<file path="config.mk">
export PLATFORM = sky130hd
export DESIGN_NAME = psls_queue
export DESIGN_NICKNAME = d
export VERILOG_FILES = /design/src/sv/psls_pkg.sv /design/src/sv/psls_queue.sv
export SDC_FILE = /design/constraint.sdc
export NUM_CORES = 1
export LEC_CHECK = 0
export BUFFER_PORTS_ARGS = -buffer_cell sky130_fd_sc_hd__buf_4
export CAP_MARGIN = 10
export CORE_ASPECT_RATIO = 1.5
export CORE_MARGIN = 4
export CORE_UTILIZATION = 40
export DETAILED_ROUTE_END_ITERATION = 10
export SETUP_SLACK_MARGIN = 0.02
export SYNTH_ARGS = -nofsm -noshare
export SYNTH_HDL_FRONTEND = slang
export SYNTH_SLANG_ARGS = --single-unit
</file>
<file path="constraint.sdc">
create_clock -name clk_i -period 3.62 [get_ports clk_i]
set_input_delay 0.905 -clock clk_i [delete_from_list [all_inputs] [get_ports clk_i]]
set_output_delay 0.905 -clock clk_i [all_outputs]
set_load 0.02 [all_outputs]
</file>
<file path="src/sv/psls_pkg.sv">
// Shared types and constants for the per-source link statistics unit.
// Used by the front end, queue, back end and top level; depends on nothing else.
package psls_pkg;

  localparam int unsigned SOURCES_DEFAULT = 256;
  localparam int unsigned RSSI_WINDOW     = 11;
  localparam int unsigned QUEUE_DEPTH     = 2;

  localparam logic [20:0] ONE_SECOND_US     = 21'd1000000;
  localparam logic [19:0] LATENCY_MIN_RESET = 20'd100000;
  localparam logic [7:0]  OWN_ADDR_RESET    = 8'd0;
  localparam logic [7:0]  BCAST_ADDR_RESET  = 8'd255;

  localparam logic [1:0] CFG_OWN_ADDRESS       = 2'd0;
  localparam logic [1:0] CFG_BROADCAST_ADDRESS = 2'd1;

  typedef enum logic [1:0] {
    REQ_FRAME    = 2'd0,
    REQ_READ     = 2'd1,
    REQ_CLEAR    = 2'd2,
    REQ_RESERVED = 2'd3
  } req_e;

  // Work handed from the front to the back.
  typedef enum logic [1:0] {
    OP_COUNT = 2'd0,
    OP_FETCH = 2'd1,
    OP_WIPE  = 2'd2
  } op_e;

  typedef struct packed {
    logic [31:0] recv_count;
    logic [31:0] lost_count;
    logic [47:0] latency_total;
    logic [31:0] latency_count;
    logic [19:0] latency_peak;
    logic [19:0] latency_floor;
    logic [7:0]  last_seq;
    logic [11:0] rssi_total;
    logic [3:0]  rssi_count;
  } rec_t;

  localparam rec_t REC_RESET = '{
    recv_count:    32'd0,
    lost_count:    32'd0,
    latency_total: 48'd0,
    latency_count: 32'd0,
    latency_peak:  20'd0,
    latency_floor: LATENCY_MIN_RESET,
    last_seq:      8'd0,
    rssi_total:    12'd0,
    rssi_count:    4'd0
  };

  typedef struct packed {
    op_e         op;
    logic        in_table;
    logic [7:0]  source;
    logic [7:0]  seq;
    logic [19:0] latency;
    logic [7:0]  rssi;
  } item_t;

  typedef struct packed {
    logic        accepted;
    logic [19:0] frame_latency;
    logic [7:0]  lost_this_frame;
    rec_t        rec;
  } res_t;

endpackage

</file>
<file path="src/sv/psls_queue.sv">
// Short FIFO that decouples the front end from the back end.
// Depends on psls_pkg for the work item type and the depth.
module psls_queue (
  input  logic            clk_i,
  input  logic            rst_ni,
  input  logic            push_i,
  input  psls_pkg::item_t item_i,
  output logic            ready_o,
  output logic            valid_o,
  output psls_pkg::item_t item_o,
  input  logic            pop_i
);

  localparam int unsigned Depth = psls_pkg::QUEUE_DEPTH;
  localparam int unsigned PtrW  = (Depth > 1) ? $clog2(Depth) : 1;

  psls_pkg::item_t  entry_q [Depth];
  logic [PtrW-1:0]  wr_ptr_q, wr_ptr_d;
  logic [PtrW-1:0]  rd_ptr_q, rd_ptr_d;
  logic [PtrW:0]    count_q, count_d;

  function automatic logic [PtrW-1:0] next_ptr(input logic [PtrW-1:0] p);
    next_ptr = (p == PtrW'(Depth - 1)) ? '0 : p + 1'b1;
  endfunction

  assign ready_o = count_q != (PtrW + 1)'(Depth);
  assign valid_o = count_q != '0;
  assign item_o  = entry_q[rd_ptr_q];

  always_comb begin
    wr_ptr_d = push_i ? next_ptr(wr_ptr_q) : wr_ptr_q;
    rd_ptr_d = pop_i ? next_ptr(rd_ptr_q) : rd_ptr_q;
    count_d  = count_q;
    if (push_i && !pop_i) begin
      count_d = count_q + 1'b1;
    end else if (pop_i && !push_i) begin
      count_d = count_q - 1'b1;
    end
  end

  always_ff @(posedge clk_i or negedge rst_ni) begin
    if (!rst_ni) begin
      wr_ptr_q <= '0;
      rd_ptr_q <= '0;
      count_q  <= '0;
    end else begin
      wr_ptr_q <= wr_ptr_d;
      rd_ptr_q <= rd_ptr_d;
      count_q  <= count_d;
    end
  end

  always_ff @(posedge clk_i) begin
    if (push_i) begin
      entry_q[wr_ptr_q] <= item_i;
    end
  end

endmodule

</file>
# --- Word-level counts from Yosys, hierarchy flattened ---
# Memories as Yosys holds them, arrays and structs flattened.
# Index checks and enable logic that the tools add are counted.
totals:
  in_bits: 51
  regBits: 4
  mem_count: 1
  ramBits: 94
  wordCells: 21
  output_inout_bits: 49
classes:
  reduce_logical: 6
  n_addsub: 4
  n_mux: 6
  eq_ne: 1
mem_list:
  columns: ["name", "depth", "width", "read_ports", "rd_ports_with_merged_regs", "wr", "line_no", "rtl"]
  rows:
  - ["entry_q", 2, 47, 1, 0, 1, "psls_queue.sv:17", "psls_pkg::item_t entry_q [Depth];"]
ops:
  columns: ["cell", "n"]
  rows:
  - ["$mux W1", 4]
  - ["$mux W2", 2]
  - ["$reduce_bool A2 Y1", 2]
  - ["$add A1 B1 Y1 const B", 2]
  - ["$add A2 B1 Y2 const B", 1]
  - ["$logic_and A1 B1 Y1", 2]
  - ["$logic_not A1 Y1", 2]
  - ["$ne A2 B2 Y1 const B", 1]
  - ["$sub A2 B1 Y2 const B", 1]

# --- Longest topological paths before layout ---
depth:
  word_depth: 4
  ltp_mapped: 5
  mapped_depth_nobuf: 5

# --- Worst setup path after synthesis ---
# No wires, ideal clock.
synth_path:
  kind: "input port to flip-flop"
  from: "input port push_i"
  to: "memory entry_q[0][0] (netlist bit), enable pin"
  setup_ps: 457
  arrival_ps: 2993
  path_stages: 1
  required_time_ps: 3163
  path_slack_ps: 169
  n_path_buf: 0
  cell_sequence: "nor2b_1"
synth_via:
  elab_chain_len: 2
synth_rtl:
  columns: ["item", "line_no", "rtl"]
  rows:
  - ["start, declared", "psls_queue.sv:6", "input logic push_i,"]
  - ["$mux W1", "psls_queue.sv:54", "if (push_i) begin"]
  - ["$mux W1 (not written as such)", "psls_queue.sv:55", "entry_q[wr_ptr_q] <= item_i;"]
  - ["end, declared", "psls_queue.sv:17", null]
# Every way passes these cells.

==> impl_metrics.py <==
metrics = {
    "power": {
        "power_frac_seq_pct": 41.9,
        "ir_drop_mv": 0.4155,
        "power.leakage_nw": 1.876,
        "pwr-share-clk_pct": 21.8,
        "power.density_nw_per_um2": 786.6,
        "p_switching_w": 0.001150,
        "swShare_pct": 30.35,
        "p_int_w": 0.002639,
        "combPwrFrac_pct": 36.3,
    },
    "synthesis": {
        "yosys.area_share.simple_pct": 0.7863,
        "yosys-mux-area-fraction_pct": 16.51,
        "ys_ff_latch": 98,
        "synth_top_area_share_pct": 77.13,
        "avgSynthCellArea_sq_um": 22.59,
        "syn-cell-area_sq_um": 3660,
        "yosysSeqAreaShare_pct": 79.86,
        "synth-compound-area-share_pct": 0,
        "synthCells": 162,
        "synth_xor_area_share_pct": 1.197,
        "yosys_warnings": 0,
        "synth_area_leaders": "edfxtp_1 77%, mux2_2 8.3%, mux2_4 8.2%",
        "ys_types": 15,
        "syn_nets": 214,
        "yosysTopAreaCell": "edfxtp_1",
        "synth_top_family_by_area": "multiplexers",
        "synth_adder_area_share_pct": 0.3419,
    },
    "sta": {
        "final.setup.worst_slack_ps": 1009,
        "skew_ps": 9.163,
        "rsz0062_at_grt": "no",
        "whs_ps": 357.3,
        "slew_headroom_pct": 60.77,
        "setup_viol": 0,
        "finalCriticalPeriod_ps": 2611,
        "drv_slew": 0,
        "hold_viol": 0,
        "period_share_pct": 72.12,
        "fmax_mhz": 383.1,
        "final.setup.tns_ps": 0,
        "worst_pin_slew_ps": 587.3,
    },
    "drt": {
        "drc": 0,
        "wl_per_cell_um": 15.82,
        "first_pass_iters": 4,
        "viasPerCell": 4.683,
        "final_antenna_net_count": 0,
        "drt_iter0_markers": 100,
        "vias": 1803,
        "drt-total-wl_um": 6090,
    },
    "die": {
        "die_w_um": 86.10,
        "start_util_pct": 41.21,
        "dieArea_sq_um": 10780,
        "die_y_um": 125.2,
        "ios": 100,
        "row_count": 42,
        "core_sq_um": 8881,
    },
    "global_route": {
        "grt.overflow.total": 0,
        "grt_pass1_vias": 1949,
        "track_usage_pct": 11.78,
        "antenna_found_initial": 0,
        "grt_start_max_net_pins": 41,
        "grt_pass1_wl_um": 9508,
    },
    "critical_path": {
        "cp_max_fo": 40,
        "worstSetupStartpoint": "rd_ptr_q$_DFFE_PN0P_",
        "r2r_start": "wr_ptr_q$_DFFE_PN0P_",
        "worstPathRequired_ps": 2710,
        "arrival_ps": 1710,
        "worstSetupEndpointType": "primary output",
        "setup.worst_path.start_class": "register",
        "critical_path_class": "register to primary output",
        "reg2reg_depth": 2,
    },
    "cells_and_area": {
        "diodes": 0,
        "fin_nets": 322,
        "layout-drive-gt1-share_pct": 60.00,
        "stdcell_count": 385,
        "area_growth_syn_to_layout_pct": 31.62,
        "fin_util_pct": 54.24,
    },
    "clock_tree": {
        "ctsHoldBuffers": 0,
        "htreeDepth": 3,
        "cts.sinks": 98,
        "clock_path_buffers": 2,
        "post_cts_buffers": 0,
        "clockRootBuffer": "clkbuf_16",
        "clkTransAtPathRegs_ps": 60,
        "cts_tree": "built",
        "insertion_delay_ps": 330,
        "tritoncts.num_buffers": 9,
        "postCtsResizedCells": 0,
    },
    "placement": {
        "gp_congestion": 0.6811,
        "port_buffers": 99,
        "dp.cells": 369,
        "dpl_worst_slack_ps": 1291,
        "dp_hpwl_um": 4094,
    },
    "hold_path": {
        "hold_path.class": "primary input to asynchronous set/reset pin",
    },
    "job": {
        "max-cap-violations": 0,
    },
    "run_status": {
        "status": "completed",
    },
}
==> worst max-delay path, stage by stage, from the launching register on <==
cell and delay, ps:
dfrtp_2 510, buf_12 310, mux2_2 380, buf_4 160
==> placed cells by master (no fill, tap or decap) <==
cell	instances
mux2_2	27
buf_12	2
clkinv_2	1
clkbuf_16	9
dfrtp_1	3
clkinv_1	3
and2_2	1
nor2_1	1
buf_4	100
inv_1	1
xnor2_1	1
xor2_1	4
dfrtp_2	1
clkbuf_1	1
or2_2	1
nor2b_4	1
mux2_4	20
ha_1	1
nand2b_1	1
clkinv_4	2
edfxtp_1	94
==> kinds of logic after synthesis <==
kind of cell / count (synthesis)
adders and majority gates: 1
buffers and inverters: 6
and+or+nand+nor: 5
xor gates and xnor gates: 5
muxes: 47
DFF: 98
==> cells in the mapped netlist, drive strengths merged <==
master / count
inv: 1
edfxtp: 94
nand2b: 1
xor2: 4
ha: 1
buf: 5
mux2: 47
or2: 1
nor2b: 1
dfrtp: 4
nor2: 1
and2: 1
xnor2: 1
==> power groups by stage <==
stage / Sequential, W / Combinational [W] / Clock (W)
final: 0.00159 / 0.00138 / 0.000825
after CTS: 0.00159 / 0.00141 / 0.000859
after detailed placement: 0.00161 / 0.00141 / 0
after global placement: 0.00160 / 0.00140 / 0
after global routing: 0.00161 / 0.00147 / 0.000902
after floorplan: 0.00159 / 0.000910 / 0
==> registers in the layout, indices dropped and copies added (netlist names) <==
name,flops
wr_ptr_q,1
entry_q,94
rd_ptr_q,1
count_q,2
==> per-layer routing <==
layer	track usage (%)	wire length [um]	up-vias
li1	-	-	848
met1	13.17	2256	881
met2	19.40	3183	64
met3	3.687	511	10
met4	6.990	139	0
met5	0	0	-
==> cell type report <==
| cell class | instances | area, sq um |
|---|---|---|
| Clock buffer | 10 | 229.0 |
| Clock inverter | 6 | 33.78 |
| Fill cell | 747 | 4064 |
| Inverter | 1 | 3.754 |
| Multi-Input combinational cell | 58 | 698.2 |
| Sequential cell | 98 | 2924 |
| Tap cell | 110 | 137.6 |
| Timing Repair Buffer | 102 | 790.8 |
==> per-stage QoR <==
stage,total power [W],area [sq um]
after detailed placement,0.003021,4554
after global routing,0.003981,4817
after floorplan,0.002498,3660
after global placement,0.003009,4554
final,0.003789,4817
after CTS,0.003859,4817
==> final timing paths <==
kind | endpoint | slack, ps
max in group asynchronous | rd_ptr_q$_DFFE_PN0P_ | 3150
worst max-delay path | item_o[38] | 1010
worst min-delay path | count_q[1]$_DFFE_PN0P_ | 360
worst min register to register | count_q[1]$_DFFE_PN0P_ | 510
worst max register to register | entry_q[1][20]$_DFFE_PP_ | 1900
min in group clk_i | count_q[1]$_DFFE_PN0P_ | 510
(Power assumes the default switching activity.)
