$ cat src/sv/psls_pkg.sv
// Shared types and constants for the per-source link statistics unit.
// Used by the front end, queue, back end and top level; depends on nothing else.
package psls_pkg;

  localparam int unsigned SOURCES_DEFAULT = 256;
  localparam int unsigned RSSI_WINDOW     = 11;
  localparam int unsigned QUEUE_DEPTH     = 2;

  localparam logic [20:0] ONE_SECOND_US     = 21'd1000000;
  localparam logic [19:0] LATENCY_MIN_RESET = 20'd100000;
  localparam logic [7:0]  OWN_ADDR_RESET    = 8'd0;
  localparam logic [7:0]  BCAST_ADDR_RESET  = 8'd255;

  localparam logic [1:0] CFG_OWN_ADDRESS       = 2'd0;
  localparam logic [1:0] CFG_BROADCAST_ADDRESS = 2'd1;

  typedef enum logic [1:0] {
    REQ_FRAME    = 2'd0,
    REQ_READ     = 2'd1,
    REQ_CLEAR    = 2'd2,
    REQ_RESERVED = 2'd3
  } req_e;

  // Work handed from the front to the back.
  typedef enum logic [1:0] {
    OP_COUNT = 2'd0,
    OP_FETCH = 2'd1,
    OP_WIPE  = 2'd2
  } op_e;

  typedef struct packed {
    logic [31:0] recv_count;
    logic [31:0] lost_count;
    logic [47:0] latency_total;
    logic [31:0] latency_count;
    logic [19:0] latency_peak;
    logic [19:0] latency_floor;
    logic [7:0]  last_seq;
    logic [11:0] rssi_total;
    logic [3:0]  rssi_count;
  } rec_t;

  localparam rec_t REC_RESET = '{
    recv_count:    32'd0,
    lost_count:    32'd0,
    latency_total: 48'd0,
    latency_count: 32'd0,
    latency_peak:  20'd0,
    latency_floor: LATENCY_MIN_RESET,
    last_seq:      8'd0,
    rssi_total:    12'd0,
    rssi_count:    4'd0
  };

  typedef struct packed {
    op_e         op;
    logic        in_table;
    logic [7:0]  source;
    logic [7:0]  seq;
    logic [19:0] latency;
    logic [7:0]  rssi;
  } item_t;

  typedef struct packed {
    logic        accepted;
    logic [19:0] frame_latency;
    logic [7:0]  lost_this_frame;
    rec_t        rec;
  } res_t;

endpackage

$ cat src/sv/psls_front.sv
// Front end: configuration registers, address filter and latency calculation.
// Depends on psls_pkg; feeds classified work into psls_queue.
module psls_front #(
  parameter int unsigned SOURCES = psls_pkg::SOURCES_DEFAULT
) (
  input  logic               clk_i,
  input  logic               rst_ni,
  input  logic               cfg_we_i,
  input  logic [1:0]         cfg_index_i,
  input  logic [7:0]         cfg_data_i,
  input  logic               in_valid_i,
  output logic               in_ready_o,
  input  logic [1:0]         req_type_i,
  input  logic [7:0]         dest_address_i,
  input  logic [7:0]         source_address_i,
  input  logic [7:0]         sequence_index_i,
  input  logic [19:0]        send_time_us_i,
  input  logic [19:0]        arrival_time_us_i,
  input  logic [7:0]         rssi_level_i,
  input  logic               q_ready_i,
  output logic               push_o,
  output psls_pkg::item_t    item_o
);

  logic [7:0]  own_address_q, own_address_d;
  logic [7:0]  bcast_address_q, bcast_address_d;
  logic        in_table;
  logic        addr_match;
  logic [20:0] wrapped;
  logic [19:0] latency;

  always_comb begin
    own_address_d   = own_address_q;
    bcast_address_d = bcast_address_q;
    if (cfg_we_i) begin
      unique case (cfg_index_i)
        psls_pkg::CFG_OWN_ADDRESS:       own_address_d   = cfg_data_i;
        psls_pkg::CFG_BROADCAST_ADDRESS: bcast_address_d = cfg_data_i;
        default: ;
      endcase
    end
  end

  always_ff @(posedge clk_i or negedge rst_ni) begin
    if (!rst_ni) begin
      own_address_q   <= psls_pkg::OWN_ADDR_RESET;
      bcast_address_q <= psls_pkg::BCAST_ADDR_RESET;
    end else begin
      own_address_q   <= own_address_d;
      bcast_address_q <= bcast_address_d;
    end
  end

  assign in_table   = {1'b0, source_address_i} < 9'(SOURCES);
  assign addr_match = (dest_address_i == own_address_q) ||
                      (dest_address_i == bcast_address_q);

  // Arrival at or before the send time means the second rolled over.
  assign wrapped = {1'b0, arrival_time_us_i} + psls_pkg::ONE_SECOND_US -
                   {1'b0, send_time_us_i};
  assign latency = (arrival_time_us_i > send_time_us_i) ?
                   (arrival_time_us_i - send_time_us_i) : wrapped[19:0];

  always_comb begin
    item_o.in_table = in_table;
    item_o.source   = source_address_i;
    item_o.seq      = sequence_index_i;
    item_o.latency  = latency;
    item_o.rssi     = rssi_level_i;
    unique case (psls_pkg::req_e'(req_type_i))
      psls_pkg::REQ_CLEAR: item_o.op = psls_pkg::OP_WIPE;
      psls_pkg::REQ_FRAME: begin
        item_o.op = (in_table && addr_match) ? psls_pkg::OP_COUNT : psls_pkg::OP_FETCH;
      end
      default: item_o.op = psls_pkg::OP_FETCH;
    endcase
  end

  assign in_ready_o = q_ready_i;
  assign push_o     = in_valid_i && q_ready_i;

endmodule

$ cat config.mk
export PLATFORM = sky130hd
export DESIGN_NAME = psls_front
export DESIGN_NICKNAME = d
export VERILOG_FILES = /design/src/sv/psls_pkg.sv /design/src/sv/psls_front.sv
export SDC_FILE = /design/constraint.sdc
export NUM_CORES = 1
export LEC_CHECK = 0
export BUFFER_PORTS_ARGS = -buffer_cell sky130_fd_sc_hd__buf_2
export CORE_UTILIZATION = 45
export CTS_CLUSTER_DIAMETER = 50
export DETAILED_ROUTE_END_ITERATION = 10
export PLACE_DENSITY = 0.78
export SLEW_MARGIN = 20
export SYNTH_ARGS = -nofsm -noshare
export SYNTH_HDL_FRONTEND = slang
export SYNTH_SLANG_ARGS = --single-unit
$ cat constraint.sdc
create_clock -name clk_i -period 3.5 [get_ports clk_i]
set_input_delay 0.7 -clock clk_i [delete_from_list [all_inputs] [get_ports clk_i]]
set_output_delay 0.7 -clock clk_i [all_outputs]
set_load 0.01 [all_outputs]
Yosys cells after proc, flatten, opt, wreduce, memory -nomap -nowiden --
Index checks and enable logic that the tools add are counted.
Word-level totals: output and inout port bits 49, word-level logic and storage cells 19, flip-flop bits (word level) 16
Cells by class: $lt $le $gt $ge 1, reductions and logical operators 6, mux-type cells 3, add/sub/neg operators 3, eq/ne operators 4
Operators by type and width (count):
- 20-bit subtractor | 2
- 20-bit adder (second input constant) | 1
- 20-bit greater-than comparator | 1
- 20-bit 2-to-1 mux | 1
- 8-bit == test | 2
- 2-bit zero test | 2
- 2-bit case mux with 2 select lines | 1
- 2-bit AND reduction | 2
- 2-bit by 1-bit == test with 1-bit output (second input constant) | 1
- 2-bit == test (second input constant) | 1
- 1-bit logical AND | 1
- 1-bit logical OR | 1
- 1-bit 2-to-1 mux | 1

Longest topological paths before layout --
Gate-level depths: netlist (run 1).
depth in word-level cells 4, mapped depth 13

Worst setup path after synthesis (run 1) --
Ideal clock, no wire load.
kind input -> output, from in send_time_us_i[7], to out item_o[25] (netlist name), arrival 2.987 ns, path slack -0.187 ns, cell stages on the path 11, buffers on the path 1, cell sequence inv_1 -> ha_1 -> fa_1 -> clkbuf_1 -> a21oi_1 -> o311ai_1 -> and2_1 -> a41o_1 -> o41a_1 -> xnor2_1 -> mux2i_1
RTL lines:
- start, declared | line psls_front.sv:17 | input logic [19:0] send_time_us_i,
- end, declared | line psls_front.sv:22 | output psls_pkg::item_t item_o

==> impl_metrics.env, run 1 <==
export IMPL_outcome="complete, but fails checks"
export IMPL_failed_checks="setup timing"
export IMPL_cts_buffers=3
export IMPL_power_density_nw_per_um2=313
export IMPL_antenna_found_initial=0
export IMPL_cp_cell_sequence="buf_2, inv_2, ha_4, buf_4, nand4_2, a2111oi_4, o311ai_4, a31oi_2, o31ai_4, buf_12, mux2i_1, buf_2"
export IMPL_place_hpwl_mm=8.53
export IMPL_rows=32
export IMPL_ir_drop_mv=0.301
export IMPL_initial_core_util_pct=46.3
export IMPL_cts_buffer_depth=2
export IMPL_hold_path_class="in -> async"
export IMPL_route_detailed_drc=0
export IMPL_die_w_um=91.0
export IMPL_post_place_cells=698
export IMPL_critPathMaxFanout=8
export IMPL_crit_path_start_kind="input pin"
export IMPL_r2r_start="own_address_q[2]"
export IMPL_cts_tree="built"
export IMPL_grt_first_pass_wirelength_mm=18.2
export IMPL_avgRoutedWirePerCell_um=18.4
export IMPL_hold_viol=0
export IMPL_detail_route_antenna_nets=0
export IMPL_finalSetupViolations=18
export IMPL_gp_congestion=0.876
export IMPL_gr_total_overflow=0
export IMPL_switching_power_mw=0.746
export IMPL_async_reset_ff_share_pct=100
export IMPL_finalWirelength_mm=13.2
export IMPL_ff2ff_setup_slack_ns=2.71
export IMPL_drt_iter0_markers=207
export IMPL_fp_coreArea_um2=7690
export IMPL_clk_transition_reported_paths_ns=0.06
export IMPL_slowest_stage="a2111oi_4"
export IMPL_holdBufCountCts=0
export IMPL_syn_inst=435
export IMPL_max_freq_ghz=0.251
export IMPL_crit_type="in -> out"
export IMPL_fp_dieH_um=91.0
export IMPL_ys_types=61
export IMPL_skew_ns=0
export IMPL_comb_power_share_pct=75.5
export IMPL_clockPowerShare_pct=9.4
export IMPL_grt_total_usage_pct=26.9
export IMPL_avgSynthCellArea_um2=8.19
export IMPL_synth_edf_count=0
export IMPL_worst_ep_arrival_time_ns=3.29
export IMPL_power_mw=1.72
export IMPL_yosysWarnings=0
export IMPL_max_stage_delay_ns=0.55
export IMPL_switching_share_pct=43.4
export IMPL_final_cells=722
export IMPL_power_internal_mw=0.971
export IMPL_place_ws_ns=-0.450
export IMPL_drive_above_1_share_pct=54.5
export IMPL_routed_via_density=5.66
export IMPL_syn_nets=581
export IMPL_first_pass_iters=5
export IMPL_holdWs_ns=0.355
export IMPL_syn_cell_area_um2=3560
export IMPL_clkSinkCount=16
export IMPL_period_share_pct=114
export IMPL_yosys_register_bits=16
export IMPL_finalSetupTns_ns=-6.81
export IMPL_worst_path_buf_inv=5
export IMPL_r2r_cells=1
export IMPL_seqPwrFrac_pct=15.0
export IMPL_root_buffer="clkbuf_8"
export IMPL_ioPinCount=138
export IMPL_finalCriticalPeriod_ns=3.99
export IMPL_timing_critical_path_mode_cell="buf_2"
export IMPL_num_vias=4090
export IMPL_rsz0062_at_grt="yes"
export IMPL_numPortBuffers=88
export IMPL_die_area_um2=8280
export IMPL_nets=767
export IMPL_cts_htree_levels=1
export IMPL_clock_latency_ns=0.25
export IMPL_end_kind="primary output"
export IMPL_drv_cap=0
export IMPL_maxSlewViolCount=0
export IMPL_tightest_slew_ns=0.588
export IMPL_grt_max_degree=17
export IMPL_fin_ws_ns=-0.489
export IMPL_grt_pass1_vias=4081
export IMPL_cp_top_family="compound AO/OA/AOI/OAI gates"
export IMPL_synthFlopType="dfstp_2"
export IMPL_worstReg2RegEnd="own_address_q[2]"
export IMPL_cp_required_ns=2.80
export IMPL_antenna_cells=0
export IMPL_relSlewSlack_pct=60.8
export IMPL_area_delta_synth_final_pct=54.1
export IMPL_leakagePower_nw=2.71
export IMPL_ys_seq_area_share_pct=11.5
-- kinds of logic (layout without fill, tap and decap cells) --
| group | after synthesis | count (layout) | synth area share [%] |
|---|---|---|---|
| adder cells (fa/ha/maj) | 57 | 57 | 22.6 |
| AO/OA/AOI/OAI | 99 | 99 | 18.8 |
| multiplexers | 24 | 24 | 7.31 |
| XOR/XNOR | 49 | 49 | 12.0 |
| other | 1 | 1 | 0.105 |
| buffers and inverters | 101 | 286 | 14.0 |
| flip-flops | 16 | 16 | 11.5 |
| AND/OR/NAND/NOR | 88 | 88 | 13.6 |
-- cell usage in the layout, fill, tap and decap left out, types with 4 or more instances in the layout --
cell type,synthesis,final
a21o_1,7,7
a21oi_1,27,19
a21oi_2,0,5
a31oi_1,10,6
and3_1,4,4
buf_2,1,82
buf_4,30,122
buf_6,1,9
clkbuf_8,0,4
dfrtp_1,8,8
dfstp_2,8,8
fa_2,0,9
ha_1,45,31
ha_2,0,4
ha_4,0,10
inv_1,64,50
inv_2,1,9
mux2_2,16,16
mux2i_1,8,7
nand2_1,23,18
nand3_1,7,6
nor2_1,16,14
nor4_1,4,4
o211ai_1,4,4
o21ai_0,14,10
o21ai_2,0,8
xnor2_1,21,20
xor2_1,28,27
-- synthesized netlist by cell type, drive strengths merged (5+ instances only) --
cell	n	share of area [%]
dfstp	8	5.9
mux2	16	5.1
nand3b	5	1.8
fa	12	6.7
mux2i	8	2.2
ha	45	16
inv	65	6.8
a21o	7	1.5
a21oi	27	3.8
nor2	16	1.7
dfrtp	8	5.6
xnor2	21	5.2
xor2	28	6.9
o21ai	21	3.0
nand2	23	2.4
a31oi	10	1.8
nand3	7	0.98
buf	32	6.8
nor2b	5	0.88
-- routing by layer --
metal | GRT usage (%) | up-vias | part of all wire [%]
met2 | 51.8 | 230 | 50
met1 | 29.9 | 1924 | 36
met3 | 3.60 | 102 | 6.4
met4 | 9.52 | 0 | 7.3
met5 | 0 | - | 0
li1 | - | 1834 | -
-- repair_timing --
action,4_1_cts,5_1_grt
setup buffers,11,9
resized for setup,55,46
hold endpoints to repair,0,0
pin swaps,28,26
setup endpoints to repair,18,18
gates cloned,1,0
-- through the flow --
step | cell area, µm² | utilization, %
final | 5490 | 71.4
after global routing | 5490 | 71.4
after CTS | 5240 | 68.2
after detailed placement | 4870 | 63.3
after global placement | 4870 | 63.3
after floorplan | 3730 | -
-- sequential cells by signal, summed over array words and instances, names as in the netlist --
signal           count
bcast_address_q      8
own_address_q        8
-- power by group through the flow --
stage	Clock (mW)	Combinational, mW	Sequential, mW
final	0.162	1.30	0.258
after global routing	0.173	1.38	0.261
after CTS	0.165	1.14	0.258
after detailed placement	0	1.04	0.260
after global placement	0	1.01	0.257
after floorplan	0	0.647	0.254
-- how the worst max path moves through the flow --
stage / start / end / slack (ns) / depth (start not counted)
after floorplan: send_time_us_i[2] / item_o[25] / -0.02 / 11
after global routing: send_time_us_i[4] / item_o[20] / -0.53 / 16
after CTS: send_time_us_i[2] / item_o[25] / -0.28 / 12
final: send_time_us_i[5] / item_o[16] / -0.49 / 12
after detailed placement: send_time_us_i[0] / item_o[17] / -0.45 / 12
after global placement: send_time_us_i[0] / item_o[17] / -0.43 / 12
-- cell type report --
| cell class | instances | area, µm² |
|---|---|---|
| multi-input cells | 318 | 3130 |
| fillers | 533 | 2200 |
| repair buffers | 216 | 1480 |
| flip-flops and latches | 16 | 410 |
| inverters | 66 | 285 |
| well taps | 102 | 128 |
| clock buffers | 4 | 55.1 |
No activity file was read; power rests on OpenSTA's default activity.
==> run 2: changes to the inputs <==
- ABC_AREA: not set -> 1
- PLACE_DENSITY: 0.78 -> 0.76
==> run 2 against run 1 <==
The run now ends clean. Synthesized cell count grew 46%. Sequential share of layout area is 1.1 points higher. Critical path depth increased by 2. Worst setup slack gained 0.57 ns. Non-clock buffer count shrank 95. Area after synthesis is 10% higher. Count of clock-buffer cells in the layout did not move. Routed wire length decreased by 16%. Sequential power fell by 4%. Critical path type unchanged. Largest power group unchanged.
==> impl_metrics.env, run 2 <==
export IMPL_finalSetupViolations=0
export IMPL_power_mw=1.36
export IMPL_synthTopCellsByCount="171 x nand2_1, 114 x inv_1, 52 x nor2_1, 45 x ha_1, 44 x nand3_1"
export IMPL_drt_iter0_markers=294
export IMPL_max_freq_ghz=0.293
export IMPL_num_vias=4285
export IMPL_ys_seq_area_share_pct=10.5
export IMPL_worst_ep_arrival_time_ns=2.72
export IMPL_fp_coreArea_um2=8340
export IMPL_ioPinCount=138
export IMPL_synthTopCellsByArea="nand2_1 16%, ha_1 14%, inv_1 11%, fa_1 6.1%, nand3_1 5.6%"
export IMPL_synthFlopType="dfstp_2"
export IMPL_max_stage_delay_ns=0.64
export IMPL_holdWs_ns=0.353
export IMPL_finalWirelength_mm=11.2
export IMPL_critPathMaxFanout=4
export IMPL_final_area_um2=4800
export IMPL_async_reset_ff_share_pct=100
export IMPL_die_w_um=95.4
export IMPL_timing_critical_path_mode_cell="nand2_1"
export IMPL_avgRoutedWirePerCell_um=13.4
export IMPL_largestRegisters="bcast_address_q (8), own_address_q (8)"
export IMPL_fin_ws_ns=0.0827
export IMPL_detail_route_antenna_nets=0
export IMPL_relSlewSlack_pct=65.2
export IMPL_numPortBuffers=88
export IMPL_cts_tree="built"
export IMPL_drv_cap=0
export IMPL_nets=877
export IMPL_grt_pass1_vias=4067
export IMPL_rsz0062_at_grt="yes"
export IMPL_cp_top_family="adder cells"
export IMPL_gr_total_overflow=0
export IMPL_skew_ns=0
export IMPL_rows=33
export IMPL_hold_viol=0
export IMPL_finalSetupTns_ns=0
export IMPL_place_hpwl_mm=9.36
export IMPL_cts_buffer_depth=2
export IMPL_syn_cell_area_um2=3920
export IMPL_clock_latency_ns=0.24
export IMPL_area_delta_synth_final_pct=22.4
export IMPL_synth_edf_count=0
export IMPL_holdBufCountCts=0
export IMPL_finalCriticalPeriod_ns=3.42
export IMPL_worst_path_buf_inv=5
export IMPL_power_density_nw_per_um2=283
export IMPL_clk_transition_reported_paths_ns=0.06
export IMPL_route_detailed_drc=0
export IMPL_yosysWarnings=0
export IMPL_grt_max_degree=17
export IMPL_post_place_cells=825
export IMPL_syn_nets=783
export IMPL_slowest_stage="fa_2"
export IMPL_syn_inst=637
export IMPL_crit_path_start_kind="input pin"
export IMPL_final_cells=835
export IMPL_outcome="finished clean"
export IMPL_antenna_cells=0
export IMPL_period_share_pct=97.6
export IMPL_cp_required_ns=2.80
export IMPL_placed_area_um2=4460
export IMPL_routed_via_density=5.13
export IMPL_ir_drop_mv=0.326
export IMPL_ys_types=39
export IMPL_gp_congestion=0.945
export IMPL_crit_type="in -> out"
export IMPL_layout_common_cells="158 x nand2_1, 100 x inv_1, 88 x buf_2"
export IMPL_first_pass_iters=5
export IMPL_synth_top_cell_area_share_pct=16.4
export IMPL_die_area_um2=9100
export IMPL_synth_most_common_cell="nand2_1"
export IMPL_avgSynthCellArea_um2=6.16
export IMPL_num_fill_cells=825
export IMPL_grt_total_usage_pct=24.6
export IMPL_layout_commonest_cell="nand2_1"
export IMPL_clkSinkCount=16
export IMPL_maxSlewViolCount=0
export IMPL_yosysTopAreaCell="nand2_1"
export IMPL_root_buffer="clkbuf_8"
export IMPL_tightest_slew_ns=0.521
export IMPL_yosys_register_bits=16
export IMPL_hold_path_class="in -> async"
export IMPL_cts_htree_levels=1
export IMPL_grt_first_pass_wirelength_mm=17.8
export IMPL_leakagePower_nw=2.70
export IMPL_cp_cell_sequence="buf_2, inv_4, ha_4, inv_1, fa_2, nand2_4, buf_4, nor3_1, nand3b_1, nand2_1, nand2_1, nand3_1, nand2_1, buf_2"
export IMPL_end_kind="primary output"
export IMPL_antenna_found_initial=0
export IMPL_place_ws_ns=0.00720
export IMPL_cts_buffers=3
export IMPL_final_util_pct=57.6
export IMPL_drive_above_1_share_pct=29.7
export IMPL_initial_core_util_pct=47.0
export IMPL_fp_dieH_um=95.4
-- run 2: path summary, 6_finish.rpt --
path	slack, ns	end	cells after the start	start
worst max-delay path	0.08	item_o[25]	14	send_time_us_i[8]
worst min-delay path	0.35	own_address_q[3]	1	rst_ni
worst max register to register	2.71	bcast_address_q[3]	2	bcast_address_q[3]
worst min register to register	0.50	bcast_address_q[7]	2	bcast_address_q[7]
max in group asynchronous	2.85	bcast_address_q[6]	1	rst_ni
min in group clk_i	0.50	bcast_address_q[7]	2	bcast_address_q[7]
-- run 2: area by class of cell --
| cell class | instances | area (µm²) | share of cell area [%] |
|---|---|---|---|
| clock buffers | 4 | 55.1 | 1.15 |
| well taps | 105 | 131 | 2.74 |
| multi-input cells | 472 | 3060 | 63.7 |
| flip-flops and latches | 16 | 410 | 8.55 |
| repair buffers | 121 | 701 | 14.6 |
| inverters | 117 | 447 | 9.30 |
-- run 2: cells by family (layout without fill, tap and decap cells) --
logic type | after synthesis | after routing | synth area share, %
other | 1 | 1 | 0.0956
flip-flops | 16 | 16 | 10.5
XOR/XNOR | 29 | 29 | 6.47
buffers and inverters | 149 | 242 | 17.6
AO/OA/AOI/OAI | 74 | 74 | 10.6
adder cells (fa/ha/maj) | 57 | 57 | 20.5
AND/OR/NAND/NOR | 311 | 311 | 34.4
-- run 2: what timing repair did --
item | 4_1_cts | 5_1_grt
gates resized for setup | 2 | 83
pin swaps | 0 | 32
endpoints found under the hold margin | 0 | 0
setup buffers | 0 | 7
endpoints found under the setup margin | 2 | 14
-- run 2: metal layers --
| metal | up-vias | track usage [%] | wire (µm) | share of wire (%) |
|---|---|---|---|---|
| li1 | 2152 | - | - | - |
| met1 | 1966 | 30.3 | 4700 | 42 |
| met2 | 146 | 46.3 | 5740 | 51 |
| met3 | 21 | 1.12 | 545 | 4.9 |
| met4 | 0 | 5.97 | 184 | 1.6 |
| met5 | - | 0 | 0 | 0 |
-- run 2: report_power, final --
part           leakage (nW)  internal, mW  total (mW)  switching, mW
Sequential            0.184         0.226       0.247         0.0211
Combinational          2.49         0.394       0.954          0.560
Clock                0.0288        0.0996       0.158         0.0585
==> run 3: changes to the inputs <==
- PLACE_DENSITY: 0.76 -> 0.8
==> run 3 against run 2 <==
Core utilization fell by 1.9 points. Total power fell by 3.3%. Maximum frequency fell by 0.23%. Hold slack got worse by 0.013 ns. Die area did not move. Non-clock buffer count fell by 10. Via count rose by 0.70%. Worst setup slack got worse by 0.0078 ns. Count of clock-buffer cells in the layout did not move. Design area fell by 3.3%. Critical endpoint is now item_o[21]. Largest power group unchanged. Highest routed layer unchanged.
==> impl_metrics.env, run 3 (synthesized netlist as in run 2, its figures left out) <==
export IMPL_outcome="finished clean"
export IMPL_hold_viol=0
export IMPL_gr_total_overflow=0
export IMPL_holdWs_ns=0.339
export IMPL_cts_tree="built"
export IMPL_end_kind="primary output"
export IMPL_clockPowerShare_pct=12.5
export IMPL_place_hpwl_mm=9.07
export IMPL_die_w_um=95.4
export IMPL_first_pass_iters=5
export IMPL_numPortBuffers=88
export IMPL_worst_ep_arrival_time_ns=2.73
export IMPL_finalCriticalPeriod_ns=3.43
export IMPL_tightest_slew_ns=0.538
export IMPL_worst_path_buf_inv=5
export IMPL_relSlewSlack_pct=64.0
export IMPL_gp_congestion=0.954
export IMPL_area_delta_synth_final_pct=18.3
export IMPL_power_internal_mw=0.695
export IMPL_cts_htree_levels=1
export IMPL_grt_max_degree=17
export IMPL_hold_path_class="in -> async"
export IMPL_cp_cell_sequence="buf_2, inv_4, ha_4, inv_1, fa_2, nand2_2, buf_4, nor3_1, nand2_1, nand2_1, nand2_1, nand3_1, nand2_1, buf_2"
export IMPL_grt_first_pass_wirelength_mm=17.0
export IMPL_place_ws_ns=-0.0137
export IMPL_max_stage_delay_ns=0.63
export IMPL_detail_route_antenna_nets=0
export IMPL_finalWirelength_mm=10.8
export IMPL_drive_above_1_share_pct=25.8
export IMPL_ioPinCount=138
export IMPL_crit_path_start_kind="input pin"
export IMPL_antenna_cells=0
export IMPL_cts_buffer_depth=2
export IMPL_cts_buffers=3
export IMPL_holdBufCountCts=0
export IMPL_finalSetupViolations=0
export IMPL_routed_via_density=5.23
export IMPL_clock_latency_ns=0.25
export IMPL_skew_ns=0
export IMPL_period_share_pct=97.9
export IMPL_grt_pass1_vias=4093
export IMPL_clk_transition_reported_paths_ns=0.06
export IMPL_switching_share_pct=47.1
export IMPL_drt_iter0_markers=228
export IMPL_layout_common_cells="162 x nand2_1, 105 x inv_1, 88 x buf_2"
export IMPL_placed_area_um2=4360
export IMPL_nets=867
export IMPL_grt_use_met3_pct=3.11
export IMPL_largestRegisters="bcast_address_q (8), own_address_q (8)"
export IMPL_comb_power_share_pct=68.7
export IMPL_initial_core_util_pct=47.0
export IMPL_layout_commonest_cell="nand2_1"
export IMPL_slowest_stage="fa_2"
export IMPL_fp_coreArea_um2=8340
export IMPL_final_area_um2=4640
export IMPL_num_vias=4315
export IMPL_critPathMaxFanout=4
export IMPL_max_freq_ghz=0.292
export IMPL_fin_ws_ns=0.0748
export IMPL_grt_total_usage_pct=23.6
export IMPL_switching_power_mw=0.620
export IMPL_crit_type="in -> out"
export IMPL_route_detailed_drc=0
export IMPL_rsz0062_at_grt="yes"
export IMPL_fp_dieH_um=95.4
export IMPL_avgRoutedWirePerCell_um=13.1
export IMPL_rows=33
export IMPL_num_fill_cells=819
export IMPL_power_density_nw_per_um2=283
export IMPL_root_buffer="clkbuf_8"
export IMPL_ir_drop_mv=0.265
export IMPL_cp_required_ns=2.80
export IMPL_grtUsageMet1_pct=27.0
export IMPL_clkSinkCount=16
export IMPL_grt_busiest_layer="met2"
export IMPL_cp_top_family="adder cells"
export IMPL_seqPwrFrac_pct=18.8
export IMPL_drv_cap=0
export IMPL_globalRouteMet2Util_pct=44.2
export IMPL_leakagePower_nw=2.62
export IMPL_die_area_um2=9100
export IMPL_timing_critical_path_mode_cell="nand2_1"
export IMPL_antenna_found_initial=0
export IMPL_maxSlewViolCount=0
-- run 3: cell types whose count changed in the layout (fill, tap and decap cells not counted), moves of 4 or more --
cell	previous run	this run
buf_4	32	22
ha_2	6	2
inv_1	100	105
inv_2	14	8
nand2_1	158	162
nand2_4	5	1
nand3_1	39	43
nand3_2	6	2
-- run 3: through the flow --
step	setup TNS [ns]	utilization (%)	total power, mW	cells
4_1_cts	0	53.0	1.25	817
5_1_grt	-0.247	55.7	1.44	825
6_report	0	55.7	1.31	825
3_5_place_dp	-0.0369	52.3	1.08	813
2_1_floorplan	0	-	0.839	637
3_3_place_gp	0	52.3	1.06	813
-- run 3: routing by layer --
metal	wire, µm	part of all wire [%]	vias up
met3	762	7.1	35
met4	321	3.0	0
met2	5370	50	195
met1	4310	40	1944
met5	0	0	-
li1	-	-	2141
-- run 3: timing repair --
item,4_1_cts,5_1_grt
pin swaps,0,21
resized for setup,3,56
setup endpoints to repair,3,15
buffers inserted,0,8
-- run 3: cell type report --
cell class	count	area [µm²]	share of cell area (%)
inverters	117	452	9.73
well taps	105	131	2.83
flip-flops and latches	16	410	8.84
repair buffers	111	617	13.3
multi-input cells	472	2980	64.1
clock buffers	4	55.1	1.19
-- run 3: power by group through the flow --
| stage | combinational [mW] | clock [mW] | sequential, mW |
|---|---|---|---|
| global placement | 0.809 | 0 | 0.248 |
| floorplan | 0.595 | 0 | 0.244 |
| detailed placement | 0.826 | 0 | 0.250 |
| global route | 1.01 | 0.179 | 0.251 |
| finish | 0.903 | 0.165 | 0.247 |
| CTS | 0.832 | 0.173 | 0.247 |
-- run 3: worst paths after layout --
kind	startpoint	depth (start not counted)	to	slack, ns
worst max-delay path	send_time_us_i[8]	14	item_o[21]	0.07
worst min-delay path	rst_ni	1	own_address_q[3]	0.34
worst max register to register	bcast_address_q[3]	2	bcast_address_q[3]	2.70
worst min register to register	bcast_address_q[0]	2	bcast_address_q[0]	0.50
max in group asynchronous	rst_ni	1	bcast_address_q[0]	2.87
min in group clk_i	bcast_address_q[0]	2	bcast_address_q[0]	0.50
